--- src/sv/assert_macros.svh ---
// Assertion macros used by quaternion_nlerp.
// Each macro expands to a concurrent assertion, or to nothing in synthesis.
`ifndef ASSERT_MACROS_SVH
`define ASSERT_MACROS_SVH
`ifndef SYNTHESIS
`define QNL_ASSERT(label, clk, rst_n, prop) \
  label: assert property (@(posedge clk) disable iff (!rst_n) prop) \
    else $error("assertion failed");
`define QNL_ASSERT_NEXT(label, clk, rst_n, pre, post) \
  label: assert property (@(posedge clk) disable iff (!rst_n) (pre) |=> (post)) \
    else $error("assertion failed");
`else
`define QNL_ASSERT(label, clk, rst_n, prop)
`define QNL_ASSERT_NEXT(label, clk, rst_n, pre, post)
`endif
`endif

--- src/sv/qnl_pkg.sv ---
// Shared constants and types of the quaternion nlerp pipeline.
// Used by every module of the block; depends on nothing.
package qnl_pkg;
  localparam int unsigned BlendOne   = 32768;
  localparam int unsigned NumLanes   = 4;
  localparam int unsigned MagW       = 31;
  localparam int unsigned SumW       = 63;
  localparam int unsigned ResW       = 64;
  localparam int unsigned RootW      = 32;
  localparam int unsigned QW         = 15;
  localparam int unsigned RemW       = 48;
  localparam int unsigned SqrtStages = 16;
  localparam int unsigned SqrtPer    = 2;
  localparam int unsigned DivStages  = 5;
  localparam int unsigned DivPer     = 3;

  typedef logic [MagW-1:0] mag_t;

  // Per-item data that rides along the root and divide stages.
  typedef struct packed {
    mag_t [NumLanes-1:0] m;
    logic [NumLanes-1:0] sgn;
    logic                zero;
  } lanes_t;
endpackage

--- src/sv/qnl_sqrt.sv ---
// Pipelined integer square root, two result bits per register stage.
// Depends on qnl_pkg. The lane data travels alongside unchanged.
module qnl_sqrt (
  input  logic                      clk_i,
  input  logic                      rst_ni,
  input  logic                      adv_i,
  input  logic                      valid_i,
  input  qnl_pkg::lanes_t           lanes_i,
  input  logic [qnl_pkg::SumW-1:0]  sum_i,
  output logic                      valid_o,
  output qnl_pkg::lanes_t           lanes_o,
  output logic [qnl_pkg::RootW-1:0] root_o
);
  localparam int unsigned N = qnl_pkg::SqrtStages;

  logic                      v_s   [N+1];
  qnl_pkg::lanes_t           l_s   [N+1];
  logic [qnl_pkg::SumW-1:0]  n_s   [N+1];
  logic [qnl_pkg::ResW-1:0]  r_s   [N+1];

  assign v_s[0] = valid_i;
  assign l_s[0] = lanes_i;
  assign n_s[0] = sum_i;
  assign r_s[0] = '0;

  for (genvar j = 0; j < N; j++) begin : g_stage
    logic [qnl_pkg::SumW-1:0] n_d;
    logic [qnl_pkg::ResW-1:0] r_d;

    always_comb begin
      logic [qnl_pkg::ResW-1:0] b;
      logic [qnl_pkg::ResW-1:0] t;
      n_d = n_s[j];
      r_d = r_s[j];
      for (int i = 0; i < qnl_pkg::SqrtPer; i++) begin
        b = qnl_pkg::ResW'(1) << (62 - 2 * (qnl_pkg::SqrtPer * j + i));
        t = r_d + b;
        if (qnl_pkg::ResW'(n_d) >= t) begin
          n_d = n_d - qnl_pkg::SumW'(t);
          r_d = (r_d >> 1) + b;
        end else begin
          r_d = r_d >> 1;
        end
      end
    end

    always_ff @(posedge clk_i or negedge rst_ni) begin
      if (!rst_ni) begin
        v_s[j+1] <= 1'b0;
      end else if (adv_i) begin
        v_s[j+1] <= v_s[j];
      end
    end

    always_ff @(posedge clk_i) begin
      if (adv_i) begin
        l_s[j+1] <= l_s[j];
        n_s[j+1] <= n_d;
        r_s[j+1] <= r_d;
      end
    end
  end

  assign valid_o = v_s[N];
  assign lanes_o = l_s[N];
  assign root_o  = qnl_pkg::RootW'(r_s[N]);
endmodule

--- config.mk ---
export PLATFORM = sky130hd
export DESIGN_NAME = qnl_sqrt
export DESIGN_NICKNAME = d
export VERILOG_FILES = /design/src/sv/assert_macros.svh /design/src/sv/qnl_pkg.sv /design/src/sv/qnl_sqrt.sv
export SDC_FILE = /design/constraint.sdc
export NUM_CORES = 2
export LEC_CHECK = 0
export BUFFER_PORTS_ARGS = -buffer_cell sky130_fd_sc_hd__buf_2
export CAP_MARGIN = 10
export CORE_ASPECT_RATIO = 0.8
export CORE_MARGIN = 2
export CORE_UTILIZATION = 45
export DETAILED_ROUTE_END_ITERATION = 7
export GPL_TIMING_DRIVEN = 0
export HOLD_SLACK_MARGIN = 0.06
export PLACE_DENSITY = 0.7
export SYNTH_ARGS = -nofsm -noshare
export SYNTH_HDL_FRONTEND = slang
export SYNTH_SLANG_ARGS = --single-unit
export TNS_END_PERCENT = 50
--- constraint.sdc ---
create_clock -name clk_i -period 14.8 [get_ports clk_i]
set_input_delay 2.22 -clock clk_i [delete_from_list [all_inputs] [get_ports clk_i]]
set_output_delay 2.22 -clock clk_i [all_outputs]
set_load 0.05 [all_outputs]
======== Word level (Yosys, flattened, before mapping) ========
Cells that the tools add are included.
storage, ports and cells
  logic and storage cells ................. 346
  output and inout bits ................... 162
  bits of input ports ..................... 196
  flip-flop bits (word level) ............. 4017
cells by class
  order comparisons ....................... 32
  add/sub/neg operators ................... 93
  mux-type cells .......................... 63
operators by type and width
  kind                    count
  $mux 63                 47
  $ge 63x64->1            31
  $sub 63x63->63          30
  $mux 64                 15
  $add 63x11->64 const B  1
  $add 63x13->64 const B  1
  $add 63x15->64 const B  1
  $add 63x17->64 const B  1
  $add 63x19->64 const B  1
  $add 63x21->64 const B  1
  $add 63x23->64 const B  1
  $add 63x25->64 const B  1
  $add 63x27->64 const B  1
  $add 63x29->64 const B  1
  $add 63x3->64 const B   1
  $add 63x31->64 const B  1
  $add 63x33->64 const B  1
  $add 63x35->64 const B  1
  $add 63x37->64 const B  1
  $add 63x39->64 const B  1
  $add 63x41->64 const B  1
  $add 63x43->64 const B  1
  $add 63x45->64 const B  1
  $add 63x47->64 const B  1
  other kinds (45)        45

======== Logic depth before layout (Yosys ltp) ========
  word-level depth ........................ 6
  mapped depth ............................ 31
  gate-level depth less buffers ........... 28

======== Worst setup path after synthesis ========
Ideal clock, no wire load.
  path kind ............................... flip-flop to flip-flop
  start ................................... register n_s[489] in the netlist's numbering
  end ..................................... register n_s[411] in the netlist's numbering, data pin
  data arrival time ....................... 5896 ps
  path buffers ............................ 6
  period minus slack after synthesis ...... 6156 ps
  library setup time ...................... 260 ps
  cell stages (with the launch flop) ...... 26
  path slack .............................. 8644 ps
  required time ........................... 14540 ps
  cells stage by stage .................... edfxtp_1 clkbuf_1 nor4_1 nand3_1 nor2_1 o2111ai_1 or3_1 buf_2 inv_1 clkbuf_1 clkbuf_1 o21ai_0 ha_1 a21o_1 a21o_1 a21oi_1 o21ai_0 a221oi_1 o211ai_1 o21bai_1 nor4_1 and3_1 nor2b_1 buf_2 buf_2 mux2_2
on the way
  longest elaborated chain between the ends .. 5
  elaborated cells between the ends (all ways) .. 8
  those cells by class .................... add/sub: 3; order compare: 2; mux: 3
ends and longest elaborated chain
  item                                            line                            text
  start, declared                                 qnl_sqrt.sv:18                  logic [qnl_pkg::SumW-1:0] n_s [N+1];
  start signal, assigned by index                 qnl_sqrt.sv:58                  n_s[j+1] <= n_d;
  $ge 63x64->1                                    qnl_sqrt.sv:38                  if (qnl_pkg::ResW'(n_d) >= t) begin
  $mux 64                                         qnl_sqrt.sv:38
  $add 64x25->64                                  qnl_sqrt.sv:37                  t = r_d + b;
  $sub 63x63->63 or $ge 63x64->1 (tied branches)  qnl_sqrt.sv:39, qnl_sqrt.sv:38
  $mux 63 (*)                                     qnl_sqrt.sv:38
  named net g_stage[9].n_d (one bit)              qnl_sqrt.sv:27                  logic [qnl_pkg::SumW-1:0] n_d;
Mark *: on every way through the listed nets, which the timed path passes. The rest lies on a longest branch.
A chain may end at the register's enable or synchronous reset.

======== Worst setup path in the final report ========
  start ................................... register r_s[148] in the netlist's numbering
  end ..................................... register n_s[68] in the netlist's numbering, data pin
on the way
  longest elaborated chain between the ends .. 6
  elaborated cells between the ends (all ways) .. 10
  those cells by class .................... add/sub: 5; order compare: 2; mux: 3
ends and longest elaborated chain
  item                                  line            text
  start, declared                       qnl_sqrt.sv:19  logic [qnl_pkg::ResW-1:0] r_s [N+1];
  start signal, assigned by index       qnl_sqrt.sv:59  r_s[j+1] <= r_d;
  $add 64x7->64                         qnl_sqrt.sv:37
  $ge 63x64->1                          qnl_sqrt.sv:38
  $mux 64                               qnl_sqrt.sv:38
  $add 64x5->64                         qnl_sqrt.sv:37
  named net g_stage[14].$4.t (one bit)  qnl_sqrt.sv:32  logic [qnl_pkg::ResW-1:0] t;
  $ge 63x64->1                          qnl_sqrt.sv:38
  $mux 63                               qnl_sqrt.sv:38
  named net g_stage[14].n_d (one bit)   qnl_sqrt.sv:27
The timed path passes the listed nets, and every way through them passes these cells.

==> reports/qor.log <==
[run_status] result of the run complete, no violations
[die] core footprint 0.322 mm^2
[clock_tree] TritonCTS Buffers 324
[clock_tree] CTS Root Cell sky130_fd_sc_hd__clkbuf_16
[sta] final cycle utilization of the critical path 63.5%
[grt] via count of the first global-routing pass 83900
[logic_synthesis] Post-Syn Nets 11300
[critical_path] startpoint class of the critical path flip-flop
[sta] fmax 106 MHz
[power_and_ir_drop] maximum vdd ir drop 110 uV
[placement] hpwl dp 253 mm
[sta] number of pins exceeding their max-slew limit in the final report 0
[critical_path] longest individual stage delay on the worst path 0.68 ns
[critical_path] critical path class reg2reg
[logic_synthesis] Synth Instances 10500
[grt] final global-route overflow total 0
[clock_tree] clock tree from TritonCTS yes
[sta] slew at the pin closest to its max-slew limit 1.41 ns
[routing] number of optimization iterations in the first detailed-route pass 8
[die] Die Height 513 um
[routing] number of DRC violations after detailed-routing iteration 0 8798
[finish] layout-stage area growth over the synthesis result 12.5%
[sta] clock period minus final worst setup slack 9.40 ns
[critical_path] Critical Path End Type flip-flop
[logic_synthesis] post-synthesis cell type count 111
[logic_synthesis] Yosys warning count 0
[logic_synthesis] synthesis-stage register bit count 3297
[power_and_ir_drop] Final Total Pwr 28.8 mW
[placement] weighted congestion reported at the end of routability-driven placement 0.957
[critical_path] Crit path arrival time 9.97 ns
[clock_tree] Post-CTS Hold Fix Bufs 0
[routing] DR vias 87000
[grt] first-pass GRT wire length 512 mm
[sta] worst hold slack 0.372 ns
[die] num ports 358
[grt] antenna violations before repair 20
[logic_synthesis] number of synthesized flops with an enable pin 3281
[logic_synthesis] largest cells by area after synthesis sky130_fd_sc_hd__edfxtp_1 68%, sky130_fd_sc_hd__ha_1 4.9%, sky130_fd_sc_hd__xnor2_1 3.3%
[clock_tree] postcts setup bufs 0
[clock_tree] clock latency on the worst-skew pair 0.90 ns
[sta] RSZ-0062 raised after global routing no
[logic_synthesis] predominant post-synthesis flop cell sky130_fd_sc_hd__edfxtp_1
[die] Die X 640 um
[hold_path] Min-Delay Path Class reg2reg
[critical_path] Worst setup startpoint r_s[148]
[routing] antenna-violating nets left 0
[routing] average detailed-routed wire length per instance 21.4 um
[sta] final setup violating endpoints 0
[routing] detailed-route DRC error count 0
[placement] # port buffers 357
[logic_synthesis] share of flip-flops with an asynchronous set or reset 0.485%
[critical_path] reg-to-reg critical path startpoint r_s[148]
[logic_synthesis] cell with the most instances after synthesis sky130_fd_sc_hd__edfxtp_1
[critical_path] cell with the largest stage delay on the worst path sky130_fd_sc_hd__nor3_1
[clock_tree] H-tree level count 5
[hold_path] hold_sp l_s[1953]
[critical_path] required time reported for the critical path endpoint 15.36 ns
[logic_synthesis] cell type with the highest aggregate area in the netlist sky130_fd_sc_hd__edfxtp_1
[routing] final wirelength 338 mm
[sta] post-route clock skew 0.0889 ns
[die] floorplan die area 0.328 mm^2
[grt] total routing usage reported by global routing 20.2%
[critical_path] crit-path max FO 10
[sta] aggregate negative setup slack 0 ns
[logic_synthesis] cell area after synthesis 0.146 mm^2
[die] initial standard-cell utilization of the core 45.3%
[logic_synthesis] commonest cells in the netlist 3281 x sky130_fd_sc_hd__edfxtp_1, 713 x sky130_fd_sc_hd__nor2_1, 687 x sky130_fd_sc_hd__a21oi_1
[routing] post-detailed-route via-to-cell ratio 5.50
[grt] maximum number of pins on one net before global-route repair 195
[clock_tree] number of buffers on the longest clock path 4
[logic_synthesis] sequential element share of the synthesized area 67.9%
[flow_run] Max Cap Violations 0
[logic_synthesis] Synth Area per Inst 13.8 um^2
[sta] relative slew slack 5.03%
[clock_tree] clk sink count 3297
[logic_synthesis] area share of the leading cell type in the synthesized netlist 67.6%
[power_and_ir_drop] total power per unit cell area 176 mW/mm^2
[finish] fin nets 12000
[die] number of standard-cell rows in the floorplan 186
[finish] fraction of layout instances using a drive strength above 1 10.6%
[power_and_ir_drop] leakage power figure 60.2 nW
[clock_tree] CTS-repair resized insts 0
[clock_tree] clock transition at the registers of the reported paths 0.06 ns
[sta] number of hold violations in the final report 0
==> where the power goes <==
part,total [mW],switching (mW),internal [mW]
Clock,8.03,3.43,4.60
Combinational,8.51,5.29,3.22
Sequential,12.3,0.671,11.6
Total,28.8,9.39,19.4
==> area by class of cell <==
| class | count | area, um^2 |
|---|---|---|
| buffer | 382 | 2020 |
| timing repair buffer | 379 | 2360 |
| multi-input combinational | 6351 | 42900 |
| clock buffer | 377 | 8410 |
| clock inverter | 202 | 2010 |
| tap | 4324 | 5410 |
| inverter | 500 | 1880 |
| sequential | 3297 | 98900 |
| fill | 27000 | 158000 |
| antenna | 6 | 15.0 |
==> metal layers <==
layer	vias to the layer above	global-route usage [%]	share of wire, %
met2	2873	29.6	43
li1	41300	-	-
met5	-	0	0.014
met1	42400	31.0	48
met4	4	5.24	2.6
met3	471	3.42	6.6
==> placed cells by master (no fill, tap or decap), types with 329 or more instances in the layout <==
cell / synthesis / final
sky130_fd_sc_hd__a21oi_1: 687 / 687
sky130_fd_sc_hd__buf_2: 28 / 386
sky130_fd_sc_hd__clkbuf_16: 0 / 329
sky130_fd_sc_hd__edfxtp_1: 3281 / 3281
sky130_fd_sc_hd__ha_1: 569 / 569
sky130_fd_sc_hd__inv_1: 488 / 488
sky130_fd_sc_hd__nand2_1: 622 / 622
sky130_fd_sc_hd__nor2_1: 713 / 713
sky130_fd_sc_hd__o21ai_0: 376 / 376
sky130_fd_sc_hd__xnor2_1: 553 / 553
==> stage by stage <==
| stage | utilization (%) | worst slack, ns | instances | area [um^2] |
|---|---|---|---|---|
| final | 51.0 | 5.40 | 15800 | 164000 |
| after global routing | 51.0 | 5.02 | 15800 | 164000 |
| after global placement | 47.6 | -38.59 | 15200 | 153000 |
| after floorplan | - | 8.64 | 10500 | 146000 |
| after detailed placement | 47.7 | 5.42 | 15200 | 154000 |
| after CTS | 51.0 | 5.40 | 15800 | 164000 |
==> worst paths after layout <==
path	endpoint	slack [ns]	depth (start not counted)
worst min-delay path	l_s[1824]	0.37	0
worst max register to register	n_s[68]	5.40	26
worst min register to register	l_s[1824]	0.37	0
max in group asynchronous	v_s[3]	13.28	1
min in group asynchronous	v_s[1]	1.26	1
worst max-delay path	n_s[68]	5.40	26
==> sequential cells by signal, indices dropped and copies added, names as in the netlist <==
name and count:
l_s 1935, n_s 945, r_s 240, lanes_o 129
root_o 32, v_s 15, valid_o 1
==> logic make-up (layout without fill, tap and decap cells) <==
kind of cell | count (synthesis) | after routing | share of synthesized area [%]
compound gates | 2071 | 2071 | 9.11
simple gates | 2814 | 2814 | 9.87
buf+inv | 882 | 1840 | 2.67
flops | 3297 | 3297 | 67.9
other cells | 0 | 6 | 0
fa+ha+maj | 569 | 569 | 4.88
xor+xnor | 790 | 790 | 4.75
mux | 107 | 107 | 0.840
==> critical path: cells and delay by family (launching register included) <==
family	cells	cell delay (ns)
and+or+nand+nor	7	2.18
DFF	1	0.47
AOI/OAI and AO/OA	10	3.11
adders and majority gates	2	0.71
buffers and inverters	7	2.60
Power figures use the tool's default switching activity.
